<file path="config.mk">
export PLATFORM = sky130hd
export DESIGN_NAME = tiled_2d_texture_address
export DESIGN_NICKNAME = d
export VERILOG_FILES = /design/src/hdl/t2dta_pkg.sv /design/src/hdl/t2dta_detile.sv /design/src/hdl/t2dta_div_step.sv /design/src/hdl/tiled_2d_texture_address.sv
export SDC_FILE = /design/constraint.sdc
export NUM_CORES = 2
export LEC_CHECK = 0
export ABC_AREA = 1
export BUFFER_PORTS_ARGS = -buffer_cell sky130_fd_sc_hd__buf_2
export CAP_MARGIN = 10
export CELL_PAD_IN_SITES_DETAIL_PLACEMENT = 0
export CELL_PAD_IN_SITES_GLOBAL_PLACEMENT = 2
export CORE_MARGIN = 5
export CORE_UTILIZATION = 44
export CTS_CLUSTER_SIZE = 20
export DETAILED_ROUTE_END_ITERATION = 10
export PLACE_DENSITY_LB_ADDON = 0.1
export SYNTH_ARGS = -nofsm -noshare
export SYNTH_HDL_FRONTEND = slang
export SYNTH_SLANG_ARGS = --single-unit
export TNS_END_PERCENT = 100
</file>
<file path="constraint.sdc">
create_clock -name i_clk -period 34.6 [get_ports i_clk]
set_clock_uncertainty 0.1 [all_clocks]
set_input_delay 5.19 -clock i_clk [delete_from_list [all_inputs] [get_ports i_clk]]
set_output_delay 5.19 -clock i_clk [all_outputs]
set_load 0.1 [all_outputs]
</file>
<file path="src/hdl/t2dta_pkg.sv">
`timescale 1ns / 1ps

package t2dta_pkg;

    // Widest texture row the block supports, in blocks
    localparam int MAX_WIDTH_BLOCKS = 8192;

    localparam int IDX_W          = 26;
    localparam int WREG_W         = 14;
    localparam int PL_W           = 3;
    localparam int SURF_W         = 31;
    localparam int COORD_W        = 13;
    localparam int OFF_W          = 30;
    localparam int PITCH_LOG2_MAX = 4;
    localparam int CFG_IDX_W      = 2;

    localparam int WEFF_W = $clog2(MAX_WIDTH_BLOCKS + 1);
    localparam int MPR_MAX = MAX_WIDTH_BLOCKS / 32;
    localparam int MPR_W   = $clog2(MPR_MAX + 1);
    localparam int REM_W   = $clog2(MPR_MAX);

    // Byte index, tile-compacted index and macro-tile number
    localparam int OB_W = IDX_W + PITCH_LOG2_MAX;
    localparam int OT_W = OB_W - 3;
    localparam int OM_W = IDX_W - 10;

    localparam int DIV_BITS = 4;
    localparam int DIV_STG  = (OM_W + DIV_BITS - 1) / DIV_BITS;
    localparam int N_STG    = DIV_STG + 3;

    localparam int X_W    = REM_W + 5;
    localparam int Y_W    = OM_W + 5;
    localparam int PROD_W = Y_W + WEFF_W + 1;
    localparam int DST_W  = PROD_W + PITCH_LOG2_MAX;

    localparam int S_TDATA_W = ((IDX_W + 7) / 8) * 8;
    localparam int M_FLDS_W  = 2 * COORD_W + 2 * OFF_W;
    localparam int M_TDATA_W = ((M_FLDS_W + 7) / 8) * 8;

    typedef enum logic [CFG_IDX_W-1:0] {
        CFG_WIDTH   = 2'd0,
        CFG_PITCH   = 2'd1,
        CFG_SURFACE = 2'd2
    } t_cfg_idx;

    // Front and divider stages
    typedef struct packed {
        logic [OM_W-1:0]  num;
        logic [REM_W-1:0] rem;
        logic [1:0]       tx;
        logic [2:0]       ux;
        logic [1:0]       ty;
        logic [2:0]       ylo;
        logic [OFF_W-1:0] src;
        logic             src_ok;
    } t_item;

    // Multiply stage
    typedef struct packed {
        logic [X_W-1:0]    x;
        logic [Y_W-1:0]    y;
        logic [PROD_W-1:0] acc;
        logic [OFF_W-1:0]  src;
        logic              src_ok;
    } t_prod;

    // Output stage
    typedef struct packed {
        logic [COORD_W-1:0] x;
        logic [COORD_W-1:0] y;
        logic [OFF_W-1:0]   src;
        logic [OFF_W-1:0]   dst;
        logic               ok;
    } t_res;

endpackage

</file>
<file path="src/hdl/t2dta_detile.sv">
`timescale 1ns / 1ps

module t2dta_detile import t2dta_pkg::*; (
    input  logic [IDX_W-1:0]  i_block_offset,
    input  logic [PL_W-1:0]   i_pitch_log2,
    input  logic [SURF_W-1:0] i_surface,
    output t_item             o_item
);

    logic [OB_W-1:0]   ob;
    logic [OT_W-1:0]   ot;
    logic [OT_W-1:0]   ot_sh;
    logic [OT_W-1:0]   om_full;
    logic [OT_W-1:0]   v;
    logic [OT_W-1:0]   v_sh;
    logic [10:0]       ymask;
    logic [10:0]       s;
    logic [10:0]       s_sh;
    logic [3:0]        lb4;
    logic [OFF_W:0]    src_end;

    always_comb begin
        lb4 = {1'b0, i_pitch_log2};
        ob  = OB_W'(i_block_offset) << i_pitch_log2;
        // Compact out byte bits 11 and 7:6, which select the tile inside a macro tile
        ot      = {ob[OB_W-1:12], ob[10:8], ob[5:0]};
        ot_sh   = ot >> i_pitch_log2;
        om_full = ot >> (lb4 + 4'd7);

        v    = {1'b0, ot[OT_W-1:5], ot[3:0]};
        v_sh = v >> i_pitch_log2;

        ymask = ((11'd64 << i_pitch_log2) - 11'd1) & ~11'h01F;
        s     = (ot[10:0] & ymask) + {6'b0, ot[3:0], 1'b0};
        s_sh  = s >> (lb4 + 4'd3);

        src_end = {1'b0, ob} + ((OFF_W+1)'(1) << i_pitch_log2);

        o_item.num    = om_full[OM_W-1:0];
        o_item.rem    = '0;
        o_item.tx     = {ot_sh[6], 1'b0} + ob[7:6];
        o_item.ux     = v_sh[2:0];
        o_item.ty     = {ob[11], ot_sh[6]};
        o_item.ylo    = {s_sh[2:1], ot[4]};
        o_item.src    = ob;
        o_item.src_ok = (src_end <= i_surface);
    end

endmodule

</file>
<file path="src/hdl/t2dta_div_step.sv">
`timescale 1ns / 1ps

module t2dta_div_step import t2dta_pkg::*; (
    input  logic [REM_W-1:0] i_rem,
    input  logic [OM_W-1:0]  i_num,
    input  logic [MPR_W-1:0] i_divisor,
    output logic [REM_W-1:0] o_rem,
    output logic [OM_W-1:0]  o_num
);

    logic [REM_W:0]   t;
    logic [REM_W:0]   d;
    logic [REM_W-1:0] rem;
    logic [OM_W-1:0]  num;

    // Restoring division, quotient bits shift in where dividend bits leave
    always_comb begin
        d   = (REM_W+1)'(i_divisor);
        rem = i_rem;
        num = i_num;
        t   = '0;
        for (int k = 0; k < DIV_BITS; k++) begin
            t   = {rem, num[OM_W-1]};
            num = {num[OM_W-2:0], 1'b0};
            if (t >= d) begin
                t      = t - d;
                num[0] = 1'b1;
            end
            rem = t[REM_W-1:0];
        end
        o_rem = rem;
        o_num = num;
    end

endmodule

</file>
<file path="src/hdl/tiled_2d_texture_address.sv">
`timescale 1ns / 1ps
// Channel   Direction  Handshake                     Payload
// s         in         i_s_tvalid / o_s_tready       i_s_tdata: block_offset
// m         out        o_m_tvalid / i_m_tready       o_m_tdata, o_m_tuser: copy_valid
// cfg       in         i_cfg_valid / o_cfg_ready     i_cfg_index, i_cfg_data
//
// One word per cycle while the output takes words; seven stages: detile, four divide
// stages (16 quotient bits, 4 per stage), multiply-add, shift/compare.
// A full stage holds while the next cannot take; input is still taken under an output
// stall while any stage is empty.
// Synchronous active-low reset empties the pipe and sets width 1, pitch code 2, size 0.

module tiled_2d_texture_address import t2dta_pkg::*; (
    input  logic                  i_clk,
    input  logic                  i_rst_n,
    input  logic                  i_s_tvalid,
    output logic                  o_s_tready,
    input  logic [S_TDATA_W-1:0]  i_s_tdata,   // [25:0] block_offset
    output logic                  o_m_tvalid,
    input  logic                  i_m_tready,
    output logic [M_TDATA_W-1:0]  o_m_tdata,   // [12:0] tiled_x, [25:13] tiled_y,
                                               // [55:26] src_byte_offset,
                                               // [85:56] dest_byte_offset
    output logic                  o_m_tuser,   // [0] copy_valid
    input  logic                  i_cfg_valid,
    output logic                  o_cfg_ready,
    input  logic [CFG_IDX_W-1:0]  i_cfg_index,
    input  logic [SURF_W-1:0]     i_cfg_data
);

    logic [WREG_W-1:0] r_width;
    logic [PL_W-1:0]   r_pitch_log2;
    logic [SURF_W-1:0] r_surface;

    logic [WEFF_W-1:0] w_eff;
    logic [WEFF_W:0]   w_round;
    logic [MPR_W-1:0]  mpr;
    logic [PL_W-1:0]   lb;

    logic [N_STG-1:0]  r_vld;
    logic [N_STG-1:0]  en;
    t_item             r_item [0:DIV_STG];
    t_item             n_item [1:DIV_STG];
    t_item             front;
    t_prod             r_prod;
    t_prod             n_prod;
    t_res              r_res;
    t_res              n_res;

    logic [REM_W-1:0]  div_rem [0:DIV_STG-1];
    logic [OM_W-1:0]   div_num [0:DIV_STG-1];

    logic [PROD_W-1:0] mul;
    logic [DST_W-1:0]  dst_full;
    logic [DST_W:0]    dst_end;

    // Configuration
    assign o_cfg_ready = 1'b1;

    always_ff @(posedge i_clk) begin
        if (!i_rst_n) begin
            r_width      <= WREG_W'(1);
            r_pitch_log2 <= PL_W'(2);
            r_surface    <= '0;
        end else if (i_cfg_valid) begin
            case (t_cfg_idx'(i_cfg_index))
                CFG_WIDTH:   r_width      <= i_cfg_data[WREG_W-1:0];
                CFG_PITCH:   r_pitch_log2 <= i_cfg_data[PL_W-1:0];
                CFG_SURFACE: r_surface    <= i_cfg_data;
                default: begin
                end
            endcase
        end
    end

    always_comb begin
        if (r_width == '0) begin
            w_eff = WEFF_W'(1);
        end else if (WEFF_W'(r_width) > WEFF_W'(MAX_WIDTH_BLOCKS)) begin
            w_eff = WEFF_W'(MAX_WIDTH_BLOCKS);
        end else begin
            w_eff = WEFF_W'(r_width);
        end
        w_round = {1'b0, w_eff} + (WEFF_W+1)'(31);
        mpr     = MPR_W'(w_round >> 5);
        lb      = (r_pitch_log2 > PL_W'(PITCH_LOG2_MAX)) ? PL_W'(PITCH_LOG2_MAX) : r_pitch_log2;
    end

    // Stage enables: advance a stage when it is empty or the next one advances
    always_comb begin
        en[N_STG-1] = !r_vld[N_STG-1] || i_m_tready;
        for (int k = N_STG - 2; k >= 0; k--) begin
            en[k] = !r_vld[k] || en[k+1];
        end
    end

    assign o_s_tready = en[0];

    always_ff @(posedge i_clk) begin
        if (!i_rst_n) begin
            r_vld <= '0;
        end else begin
            if (en[0]) begin
                r_vld[0] <= i_s_tvalid;
            end
            for (int k = 1; k < N_STG; k++) begin
                if (en[k]) begin
                    r_vld[k] <= r_vld[k-1];
                end
            end
        end
    end

    t2dta_detile u_detile (
        .i_block_offset (i_s_tdata[IDX_W-1:0]),
        .i_pitch_log2   (lb),
        .i_surface      (r_surface),
        .o_item         (front)
    );

    genvar g;
    generate
        for (g = 0; g < DIV_STG; g++) begin : g_div
            t2dta_div_step u_div_step (
                .i_rem     (r_item[g].rem),
                .i_num     (r_item[g].num),
                .i_divisor (mpr),
                .o_rem     (div_rem[g]),
                .o_num     (div_num[g])
            );
        end
    endgenerate

    always_comb begin
        for (int k = 0; k < DIV_STG; k++) begin
            n_item[k+1]     = r_item[k];
            n_item[k+1].rem = div_rem[k];
            n_item[k+1].num = div_num[k];
        end
    end

    // Column is {macro col, tile col, micro col}; row likewise, so no adds are needed
    always_comb begin
        n_prod.x      = {r_item[DIV_STG].rem, r_item[DIV_STG].tx, r_item[DIV_STG].ux};
        n_prod.y      = {r_item[DIV_STG].num, r_item[DIV_STG].ty, r_item[DIV_STG].ylo};
        mul           = PROD_W'(n_prod.y) * PROD_W'(w_eff);
        n_prod.acc    = mul + PROD_W'(n_prod.x);
        n_prod.src    = r_item[DIV_STG].src;
        n_prod.src_ok = r_item[DIV_STG].src_ok;
    end

    always_comb begin
        dst_full  = DST_W'(r_prod.acc) << lb;
        dst_end   = {1'b0, dst_full} + ((DST_W+1)'(1) << lb);
        n_res.x   = r_prod.x[COORD_W-1:0];
        n_res.y   = r_prod.y[COORD_W-1:0];
        n_res.src = r_prod.src;
        n_res.dst = dst_full[OFF_W-1:0];
        n_res.ok  = r_prod.src_ok && (dst_end <= (DST_W+1)'(r_surface));
    end

    always_ff @(posedge i_clk) begin
        if (en[0]) begin
            r_item[0] <= front;
        end
        for (int k = 0; k < DIV_STG; k++) begin
            if (en[k+1]) begin
                r_item[k+1] <= n_item[k+1];
            end
        end
        if (en[DIV_STG+1]) begin
            r_prod <= n_prod;
        end
        if (en[N_STG-1]) begin
            r_res <= n_res;
        end
    end

    assign o_m_tvalid = r_vld[N_STG-1];
    assign o_m_tdata  = M_TDATA_W'({r_res.dst, r_res.src, r_res.y, r_res.x});
    assign o_m_tuser  = r_res.ok;

`ifndef SYNTHESIS
    // An empty output register frees the whole pipe
    a_ready_when_out_empty: assert property (@(posedge i_clk) disable iff (!i_rst_n)
        !o_m_tvalid |-> o_s_tready)
        else $error("input stalled with empty output stage");

    // An accepted word lands in the first stage
    a_accept_lands: assert property (@(posedge i_clk) disable iff (!i_rst_n)
        (i_s_tvalid && o_s_tready) |=> r_vld[0])
        else $error("accepted word lost at first stage");

    // Accepting under an output stall needs a bubble somewhere
    a_bubble_on_stall: assert property (@(posedge i_clk) disable iff (!i_rst_n)
        (o_m_tvalid && !i_m_tready && o_s_tready) |-> ($countones(r_vld) < N_STG))
        else $error("input taken into a full stalled pipe");
`endif

endmodule

</file>
==> metrics.yaml <==
cpPeakStageDelay_ps: 660
coreArea_mm2: 0.0885
synthSimpleGateAreaFrac: 0.171
endpoint_kind: "output port"
grt_pass1_wl_mm: 166
ys_top_cells_by_area: "edfxtp_1, fa_1, ha_1"
arrival_ps: 8450
die_w_um: 309
wirelength_mm: 107
synthMuxAreaShare: 0
htree_levels: 2
fillers: 8506
synth.distinct_cells: 78
dieArea_mm2: 0.0953
start_kind: "input port"
synth_top_family_by_area: "adder cells"
grt_pass1_vias: 27600
rrSetupSlack_ps: 23220
maxCapViolCount: 0
synth_area_mm2: 0.0393
hp-class: "reg -> reg"
vias: 27800
gp_congestion: 0.881
fin_crit_sh: 0.397
syn_inst: 4122
synth_top_cell_by_area: "edfxtp_1"
dr.pass1.iters: 5
max_slew_margin: 0.347
antenna_found_initial: 2
start_util: 0.444
clk_pin_slew_worst_paths_ps: 60
setup_viol: 0
layout_common_cells: "nand2_1, inv_1, edfxtp_1"
layout.nets: 4891
area_delta_synth_final_pct: 9.32
synth_xor_area_frac: 0.0359
die_h_um: 309
cp_max_fo: 64
fin_tns_setup_ps: 0
cts_buffer_depth: 3
worst_pin_slew_ps: 979
criticalPathCategory: "in -> out"
post_drt_wl_per_cell_um: 19.6
rows: 109
synthDominantCellAreaShare: 0.364
synth_compound_area_frac: 0.0894
rsz0062_at_grt: "no"
cts.sinks: 531
drc: 0
yosysSeqAreaShare: 0.392
required_ps: 29310
drive_gt1_frac: 0.110
min_to: "r_item[0][169]"
hpwl_mm: 82.7
globalRoute.totalOverflow: 0
synth_ff_type: "edfxtp_1"
ys_warn_count: 0
r2r_cells: 58
ys_seq_elements: 531
cp_slowest_cell: "buf_4"
postRouteAntennaNets: 0
synth-edff-count: 476
num_io_pins: 162
finalHoldViolCount: 0
cts_resized: 0
clkLatencyLatePin_ps: 660
place.port_buffers: 152
hold-path-cell-count: 0
root_buffer: "clkbuf_16"
cts-buffers-inserted: 56
mostFrequentLayoutCell: "nand2_1"
grt.total_usage: 0.226
reg2reg_to: "r_item[0][176]"
synth_fa_ha_area_frac: 0.232
status: "completed"
postCtsHoldBufs: 0
num_antenna_cells: 0
fmax_mhz: 72.8
tritoncts: "built"
hold_start: "r_item[0][104]"
postCtsSetupBuffers: 0
grt_max_degree: 98
ys_async_sr_fraction: 0
fin_crit_ps: 13740
cp_common_cell: "nor2_1"
rr_startpoint: "r_width[13]"
timing.final.max_slew_violations: 0
cp_cell_sequence: "buf_2, nor2_1, inv_4, nor2_1, inv_4, nor2_1, inv_2, nor2_1, inv_2, nor2_1, inv_2, buf_4, nor2_1, nand2_2, buf_2"
drt_iter0_markers: 1781
viasPerCell: 5.10
syn_avg_cell_area_um2: 9.53
[how the worst max path moves through the flow]
stage                           from          to  slack [ps]  depth (start not counted)
after floorplan           i_m_tready  o_s_tready       14320                         12
after detailed placement  i_m_tready  o_s_tready       20670                         15
after global placement    i_m_tready  o_s_tready       20690                         15
final                     i_m_tready  o_s_tready       20860                         15
after CTS                 i_m_tready  o_s_tready       20660                         15
after global routing      i_m_tready  o_s_tready       20520                         15
[Yosys cell counts, types with 45 or more instances]
master / instances
nand2_1: 803
inv_1: 625
edfxtp_1: 476
ha_1: 320
nor2_1: 295
fa_1: 256
a21oi_1: 210
o21ai_0: 159
nand3_1: 148
xor2_1: 111
clkbuf_1: 74
dfxtp_1: 55
o21ai_1: 46
xnor2_1: 45
[area by class of cell]
type	count	area, µm²	area share
clock buffers	70	1500	0.0350
clock inverters	33	305	0.00711
well taps	1165	1460	0.0340
flip-flops and latches	531	15400	0.359
repair buffers	179	963	0.0224
multi-input cells	2817	20800	0.485
inverters	660	2490	0.0581
[worst max-delay path: cells and delay by family]
| kind | cells | cell delay [ps] |
|---|---|---|
| buffers and inverters | 8 | 2440 |
| AND/OR/NAND/NOR | 7 | 780 |
[registers in the layout, summed over array words and instances (netlist names)]
signal,flops
r_item,302
o_m_tdata,83
n_res,53
r_prod,37
r_surface,31
r_width,14
r_vld,7
r_pitch_log2,3
o_m_tuser,1
[per-layer routing]
metal | wire length [µm] | GRT usage | vias up
met1 | 51200 | 0.336 | 13300
li1 | - | - | 13800
met4 | 2250 | 0.0483 | 0
met2 | 48300 | 0.359 | 602
met3 | 5050 | 0.0305 | 106
met5 | 0 | 0 | -
[through the flow]
stage	util	hold slack (ps)	setup slack, ps	instances	cell area, µm²
3_3_place_gp	0.465	300	20690	5352	41100
3_5_place_dp	0.465	305	20670	5352	41100
2_1_floorplan	-	300	14320	4129	39300
5_1_grt	0.485	304	20520	5455	42900
6_report	0.485	312	20860	5455	42900
4_1_cts	0.485	300	20660	5455	42900
[logic make-up (layout without fill, tap and decap cells)]
family / Yosys count / after routing
fa+ha+maj: 576 / 576
other cells: 2 / 9
xor+xnor: 158 / 158
compound gates: 579 / 579
simple gates: 1495 / 1495
flops: 531 / 531
buf+inv: 781 / 942
Power is not shown: default switching activity piles up to over one toggle a cycle in this logic, so the estimate is an artifact.
